$ cat src/sv/vap_pkg.sv
`default_nettype none
package vap_pkg;

  localparam int unsigned FUNC_W   = 2;
  localparam int unsigned VAR_W    = 8;
  localparam int unsigned ACT_W    = 64;
  localparam int unsigned AV_W     = 9;
  localparam int unsigned RECIP_W  = 18;
  // index compare width: covers cell indices up to 8191 and active_vars
  localparam int unsigned CMP_W    = 13;
  localparam int unsigned CHUNK_W  = 16;
  localparam int unsigned CHUNKS   = ACT_W / CHUNK_W;
  localparam int unsigned STEP_W   = 2;
  localparam int unsigned ACC_W    = ACT_W + RECIP_W;
  localparam int unsigned APB_ADDR_W = 3;
  localparam int unsigned APB_DATA_W = 32;

  localparam int unsigned RESCALE_SHIFT = 40;
  localparam logic [ACT_W-1:0] RESCALE_LIMIT = 64'h1000_0000_0000_0000;
  localparam logic [ACT_W-1:0] INC_RESET     = 64'd65536;
  localparam logic [AV_W-1:0]  AV_RESET      = 9'd256;
  localparam logic [RECIP_W-1:0] RECIP_RESET = 18'd68985;

  localparam logic [FUNC_W-1:0] FUNC_BUMP  = 2'd0;
  localparam logic [FUNC_W-1:0] FUNC_DECAY = 2'd1;
  localparam logic [FUNC_W-1:0] FUNC_PICK  = 2'd2;
  localparam logic [FUNC_W-1:0] FUNC_MARK  = 2'd3;

  localparam logic REG_ACTIVE_VARS = 1'b0;
  localparam logic REG_DECAY_RECIP = 1'b1;

  typedef enum logic [2:0] {
    ST_IDLE,
    ST_BUMP_CHK,
    ST_DECAY,
    ST_PICK,
    ST_PUSH
  } vap_state_e;

  // broadcast to every cell
  typedef struct packed {
    logic             bump;
    logic             mark;
    logic             shift;
    logic [VAR_W-1:0] var_index;
    logic             flag;
    logic [ACT_W-1:0] inc;
    logic [AV_W-1:0]  active_vars;
  } vap_cmd_t;

  // running best of a pick, handed from cell to cell
  typedef struct packed {
    logic             valid;
    logic             have;
    logic [VAR_W-1:0] idx;
    logic [ACT_W-1:0] act;
  } vap_scan_t;

endpackage
`default_nettype wire

$ cat src/sv/vap_decay_unit.sv
`default_nettype none
module vap_decay_unit (
  input  wire logic                          clk_i,
  input  wire logic                          rst_ni,
  input  wire logic                          start_i,
  input  wire logic [vap_pkg::ACT_W-1:0]     inc_i,
  input  wire logic [vap_pkg::RECIP_W-1:0]   recip_i,
  output logic                               done_o,
  output logic [vap_pkg::ACT_W-1:0]          inc_o
);
  import vap_pkg::*;

  localparam int unsigned PROD_W = CHUNK_W + RECIP_W;

  logic                busy_q, busy_d;
  logic                done_q, done_d;
  logic [STEP_W-1:0]   cnt_q, cnt_d;
  logic [ACC_W-1:0]    acc_q, acc_d;
  logic [CHUNK_W-1:0]  chunk;
  logic [PROD_W-1:0]   prod;
  logic [ACT_W-1:0]    res_raw;
  logic                res_ovf;

  // Horner over 16-bit chunks, top chunk first
  assign chunk = inc_i[CHUNK_W*cnt_q +: CHUNK_W];
  assign prod  = PROD_W'(chunk) * PROD_W'(recip_i);

  always_comb begin
    busy_d = busy_q;
    cnt_d  = cnt_q;
    acc_d  = acc_q;
    done_d = 1'b0;
    if (start_i) begin
      busy_d = 1'b1;
      cnt_d  = STEP_W'(CHUNKS - 1);
      acc_d  = '0;
    end else if (busy_q) begin
      acc_d = {acc_q[ACC_W-CHUNK_W-1:0], {CHUNK_W{1'b0}}} + ACC_W'(prod);
      cnt_d = cnt_q - 1'b1;
      if (cnt_q == '0) begin
        busy_d = 1'b0;
        done_d = 1'b1;
      end
    end
  end

  always_ff @(posedge clk_i or negedge rst_ni) begin
    if (!rst_ni) begin
      busy_q <= 1'b0;
      done_q <= 1'b0;
      cnt_q  <= '0;
    end else begin
      busy_q <= busy_d;
      done_q <= done_d;
      cnt_q  <= cnt_d;
    end
  end

  always_ff @(posedge clk_i) begin
    acc_q <= acc_d;
  end

  // drop the Q16 fraction, saturate, hold at least 1
  assign res_raw = acc_q[CHUNK_W+ACT_W-1:CHUNK_W];
  assign res_ovf = |acc_q[ACC_W-1:CHUNK_W+ACT_W];

  always_comb begin
    if (res_ovf) begin
      inc_o = {ACT_W{1'b1}};
    end else if (res_raw == '0) begin
      inc_o = ACT_W'(1);
    end else begin
      inc_o = res_raw;
    end
  end

  assign done_o = done_q;

endmodule
`default_nettype wire

$ cat config.mk
export PLATFORM = sky130hd
export DESIGN_NAME = vap_decay_unit
export DESIGN_NICKNAME = d
export VERILOG_FILES = /design/src/sv/vap_pkg.sv /design/src/sv/vap_decay_unit.sv
export SDC_FILE = /design/constraint.sdc
export NUM_CORES = 1
export LEC_CHECK = 0
export BUFFER_PORTS_ARGS = -buffer_cell sky130_fd_sc_hd__clkbuf_2
export CORE_ASPECT_RATIO = 0.8
export CORE_UTILIZATION = 60
export DETAILED_ROUTE_END_ITERATION = 6
export PLACE_DENSITY_LB_ADDON = 0.25
export SYNTH_ARGS = -nofsm -noshare
export SYNTH_HDL_FRONTEND = slang
export SYNTH_SLANG_ARGS = --single-unit
$ cat constraint.sdc
create_clock -name clk_i -period 9.4 [get_ports clk_i]
set_input_delay 0.47 -clock clk_i [delete_from_list [all_inputs] [get_ports clk_i]]
set_output_delay 0.47 -clock clk_i [all_outputs]
set_load 0.02 [all_outputs]
==> results of run 1 <==
routing by layer:
metal	up-vias	GRT usage [%]
li1	5820	-
met1	6355	45.2
met2	571	50.3
met3	60	5.30
met4	0	6.41
met5	-	0.762
logic make-up after synthesis:
group | count (synthesis) | synth area share [%]
compound gates | 174 | 7.33
xor+xnor | 76 | 4.34
fa+ha+maj | 363 | 41.3
buf+inv | 436 | 10.8
flops | 86 | 11.3
mux | 38 | 3.78
simple gates | 632 | 21.1
cell usage after synthesis, drive strengths merged (27+ instances only):
cell type,number
inv,335
fa,240
nand2,214
and2,150
ha,123
clkbuf,84
dfxtp,82
nor2,81
or3,65
xor2,49
o21ai,46
a21oi,45
a211oi,33
nand3,30
nand4,27
xnor2,27
metrics by stage:
| step | hold WS, ns | instances | instance area, sq um |
|---|---|---|---|
| finish | 0.464 | 2197 | 16500 |
| detailed placement | 0.292 | 2180 | 16200 |
| floorplan | 0.174 | 1805 | 15400 |
| global placement | 0.289 | 2180 | 16200 |
| CTS | 0.466 | 2197 | 16500 |
| global route | 0.483 | 2197 | 16500 |
path summary, 6_finish.rpt:
check,from,to,slack (ns)
max,cnt_q[0],acc_q[77],1.21
min,acc_q[70],acc_q[70],0.46
max reg2reg,cnt_q[0],acc_q[77],1.21
min reg2reg,acc_q[70],acc_q[70],0.46
max in group asynchronous,rst_ni,busy_q,8.77
min in group asynchronous,rst_ni,done_o,0.47
final cells by class:
type,instances,area (sq um)
Clock inverter,7,78.8
Inverter,336,1260
Multi-Input combinational cell,1283,12000
Timing Repair Buffer,158,816
Sequential cell,86,1750
Clock buffer,9,225
Fill cell,2091,8220
Tap cell,318,398
critical path, delay by kind of cell, from the launching register on:
kind / cells / cell delay (ns)
AOI/OAI and AO/OA: 3 / 0.62
xor gates and xnor gates: 1 / 0.20
adders and majority gates: 7 / 3.33
buffers and inverters: 5 / 0.50
DFF: 1 / 0.83
muxes: 1 / 0.72
and+or+nand+nor: 6 / 1.87
state kept, by name, indices dropped and copies added (netlist names):
| name | count |
|---|---|
| acc_q | 82 |
| done_o | 1 |
| cnt_q | 2 |
| busy_q | 1 |
==> run metrics, run 1 <==
final worst slack 1.21 ns; Crit Path Class flop to flop; worst skew pair latency 0.35 ns; Wirelength per Cell 18.3 microns; YS warnings 0; Max H-tree Level 3; CTS tree built; Area contributors post-synth fa_1 (31%), dfxtp_1 (11%), ha_1 (10%); CP Cell Sequence buf_4 -> mux4_2 -> and2_1 -> fa_1 -> inv_1 -> fa_1 -> fa_1 -> inv_1 -> fa_1 -> fa_1 -> inv_1 -> fa_1 -> inv_1 -> ha_1 -> nand3_1 -> or3b_1 -> a21oi_1 -> a2111o_1 -> nand4_1 -> nand2_1 -> nand4_1 -> xor2_1 -> a211oi_1; asr flop ratio synth 4.65%; gr usage total 31.5%; Req. time, crit path 9.65 ns; syn avg cell area 8.51 sq um; FMAX 0.122 GHz; total clock sinks 86; WL met2 18.9 mm; ANT cells 0; final core utilization 66.7%; Post-Route Skew 0.0125 ns; GPL Wtd Cong 0.950; Total Routed Length 40.2 mm; CTS Buffer Depth 2; initial antenna violation count 0; hold buffers post-CTS 1; initial core utilization 62.2%; CTS root buf clkbuf_16; grt ovf 0; Synth Net Count 2253; crit-path most repeated cell fa_1; ratio of cells with drive above 1 in the final layout 11.0%; Final #Nets 2322; endpoint class of the critical path flop; Worst EP arrival 8.44 ns; Seq cells post-synth 86; DR WL met3 3.39 mm; maxcap violations 0; top sig layer met4; dpl hpwl 32.4 mm; pins over their slew limit 0; crit path max fanout 20; global-route wire length before repair 65.9 mm; # setup viols final 0; Min-Delay Path Class flop to flop; IO Port Bufs 149; Tmin final 8.19 ns; RSZ-0062 raised after global routing false; M1 wire length 17.4 mm; post_cts resized 0; hold depth 2; vias in the first global route 12800; Startpoint Class flop; Seq/Total Area, Yosys 11.3%; row cnt 51; First DRT Iteration DRCs 1010; status finished clean; core area 24700 sq um; mapped cell area 15400 sq um; ANT nets after route 0; Setup Slack @ Placement 1.30 ns; Vias/cell 5.83; Clock transition at path regs 0.07 ns; overall die width 181 microns; r2r worst-path depth 23; area growth from synthesis to layout 7.34%; Slew headroom 17.7%; die area 26200 sq um; Synth top area share 31.3%; count of different cell masters after synthesis 59; Post-route DRC 0; largest net degree at the start of global routing 66; Vias 12800; Post-CTS Setup Inserts 0; setup_tns 0 ns; Synth Flop Type dfxtp_1; period utilization 87.1%; Worst path slowest cell dfrtp_1; max incr delay on CP 0.83 ns; Synth Instances 1805; highest-count cells in the layout ignoring fill and taps inv_1 (335), fa_1 (240), nand2_1 (214); leading area contributor after synthesis fa_1; first-pass iteration count of the detailed router 5; number of synthesized flops with an enable pin 0; TritonCTS Buffers 9; Final Hold Vio Count 0; I/O pin count 150; Worst Tran Pin Value 1.23 ns; most common cell after layout, fill and taps aside inv_1; Die Ht 145 microns
Power of run 1 is left out: the tool's default activity adds up to more than one toggle a clock period on the data nets, which glitch-free logic cannot reach.
==> inputs of run 2 (changes only) <==
- clock period: 9.4 -> 10.4 ns (I/O delays scaled with it)
==> run 2 against run 1 <==
The flow now finishes with violations (DRC). Worst setup slack improved by 0.69 ns. Register-to-register slack improved by 0.69 ns. Core utilization about the same. Clock-buffer cell count increased by 1. Critical path type unchanged. Largest cell class unchanged.
==> run metrics, run 2 (same netlist as run 1, synthesis figures left out) <==
pins over their slew limit 0 (unchanged); Min-Delay Path Class flop to flop (unchanged); Vias 12900 (was 12800); Final #Nets 2321 (was 2322); Tmin final 8.49 ns (was 8.19 ns); total clock sinks 86 (unchanged); initial antenna violation count 0 (unchanged); Req. time, crit path 10.66 ns (was 9.65 ns); GPL Wtd Cong 0.984 (was 0.950); crit path max fanout 20 (unchanged); # setup viols final 0 (unchanged); max reg flops 82 (unchanged); CTS tree built (unchanged); period utilization 81.7% (was 87.1%); die area 26200 sq um (unchanged); I/O pin count 150 (unchanged); ANT cells 0 (unchanged); CTS root buf clkbuf_16 (unchanged); Worst path slowest cell dfrtp_1 (unchanged); Crit path depth 22 (was 23); ratio of cells with drive above 1 in the final layout 10.9% (was 11.0%); worst skew pair latency 0.35 ns (about the same); Slew headroom 17.3% (was 17.7%); largest net degree at the start of global routing 66 (unchanged); largest reg by FF count acc_q (unchanged); global-route wire length before repair 66.3 mm (was 65.9 mm); Max H-tree Level 3 (unchanged); row cnt 51 (unchanged); status finished with violations (was finished clean); Crit Path Class flop to flop (unchanged); overall die width 181 microns (unchanged); Largest regs acc_q x82, cnt_q x2 (unchanged); hold depth 2 (unchanged); endpoint class of the critical path flop (unchanged); Startpoint Class flop (unchanged); dpl hpwl 32.1 mm (was 32.4 mm); TritonCTS Buffers 9 (unchanged); CP top delay family adder cells (unchanged); r2r worst-path depth 22 (was 23); Clock transition at path regs 0.07 ns (about the same); final core utilization 66.8% (was 66.7%); Vias/cell 5.89 (was 5.83); initial core utilization 62.2% (unchanged); CP Cell Sequence mux4_2 -> and2_1 -> fa_1 -> inv_1 -> fa_1 -> fa_1 -> inv_1 -> fa_1 -> fa_1 -> inv_1 -> fa_1 -> inv_1 -> ha_1 -> nand3_1 -> or3b_1 -> a21oi_1 -> a2111o_1 -> nand4_1 -> nand2_1 -> nand4_1 -> xor2_1 -> a211oi_1 (was buf_4 -> mux4_2 -> and2_1 -> fa_1 -> inv_1 -> fa_1 -> fa_1 -> inv_1 -> fa_1 -> fa_1 -> inv_1 -> fa_1 -> inv_1 -> ha_1 -> nand3_1 -> or3b_1 -> a21oi_1 -> a2111o_1 -> nand4_1 -> nand2_1 -> nand4_1 -> xor2_1 -> a211oi_1); Worst Tran Pin Value 1.24 ns (was 1.23 ns); grt ovf 0 (unchanged); Worst Path Buf+Inv 4 (was 5); first-pass iteration count of the detailed router 7 (was 5); violations in the final reports DRC; vias in the first global route 12900 (was 12800); Total Routed Length 40.5 mm (was 40.2 mm); Die Ht 145 microns (unchanged); Final Hold Vio Count 0 (unchanged); RSZ-0062 raised after global routing false (unchanged); First DRT Iteration DRCs 1112 (was 1010); area growth from synthesis to layout 7.42% (was 7.34%); most common cell after layout, fill and taps aside inv_1 (unchanged); crit-path most repeated cell fa_1 (unchanged); highest-count cells in the layout ignoring fill and taps inv_1 (335), fa_1 (240), nand2_1 (214) (unchanged); gr usage total 31.8% (was 31.5%); Post-route DRC 3 (was 0); IO Port Bufs 149 (unchanged); Wirelength per Cell 18.5 microns (was 18.3 microns); FMAX 0.118 GHz (was 0.122 GHz); core area 24700 sq um (unchanged); ANT nets after route 0 (unchanged); max incr delay on CP 1.08 ns (was 0.83 ns); CTS Buffer Depth 2 (unchanged); maxcap violations 0 (unchanged); Post-Route Skew 0.00967 ns (was 0.0125 ns); Worst EP arrival 8.76 ns (was 8.44 ns); setup_tns 0 ns (unchanged); filler cell count 2092 (was 2091)
-- run 2: changes by cell type in the layout (fill, tap and decap cells not counted) --
| cell | before | now |
|---|---|---|
| bufinv_16 | 1 | 2 |
| inv_6 | 4 | 2 |
| buf_4 | 8 | 7 |
| clkbuf_1 | 0 | 1 |
| clkinv_2 | 1 | 0 |
| clkinvlp_4 | 0 | 1 |
-- run 2: worst register-to-register path, cell delays in order, from the launching register on --
cell,delay (ns)
dfrtp_1,1.08
mux4_2,0.84
and2_1,0.28
fa_1,0.55
inv_1,0.05
fa_1,0.46
fa_1,0.52
inv_1,0.05
fa_1,0.48
fa_1,0.49
inv_1,0.05
fa_1,0.52
inv_1,0.06
ha_1,0.43
nand3_1,0.26
or3b_1,0.45
a21oi_1,0.29
a2111o_1,0.16
nand4_1,0.09
nand2_1,0.63
nand4_1,0.24
xor2_1,0.20
a211oi_1,0.23
-- run 2: routing by layer --
layer	part of all wire, %	routed length (microns)	track usage (%)	up-vias
met4	1.6	636	7.05	2
li1	-	-	-	5828
met1	42	17100	45.6	6413
met5	0.020	8	0	-
met2	47	18900	50.3	632
met3	9.7	3920	5.22	66
-- run 2: timing repair --
item | 4_1_cts | 5_1_grt
gates resized for setup | 0 | 0
setup endpoints to repair | 0 | 0
hold endpoints to repair | 4 | 0
hold buffers | 1 | 0
setup buffers | 0 | 0
-- run 2: metrics by stage --
step | setup WS (ns) | cell area [sq um] | hold slack [ns] | instances
after floorplan | 2.97 | 15400 | 0.224 | 1805
after global placement | 2.21 | 16200 | 0.331 | 2179
after detailed placement | 2.00 | 16200 | 0.335 | 2179
after CTS | 1.93 | 16500 | 0.469 | 2196
after global routing | 1.53 | 16500 | 0.481 | 2196
final | 1.91 | 16500 | 0.470 | 2196
-- run 2: final timing paths --
check,from,to,slack [ns]
worst max-delay path,cnt_q[0],acc_q[77],1.91
worst min-delay path,acc_q[78],acc_q[78],0.47
worst max register to register,cnt_q[0],acc_q[77],1.91
worst min register to register,acc_q[78],acc_q[78],0.47
max in group asynchronous,rst_ni,busy_q,9.75
min in group asynchronous,rst_ni,done_o,0.51
-- run 2: layout make-up --
| type | count | area, sq um | share of cell area [%] |
|---|---|---|---|
| repair buffers | 157 | 808 | 4.90 |
| clock inverters | 6 | 93.8 | 0.569 |
| clock buffers | 10 | 229 | 1.39 |
| well taps | 318 | 398 | 2.41 |
| multi-input cells | 1283 | 12000 | 72.5 |
| inverters | 336 | 1260 | 7.65 |
| flip-flops and latches | 86 | 1750 | 10.6 |
Power of run 2 is left out for the same reason.
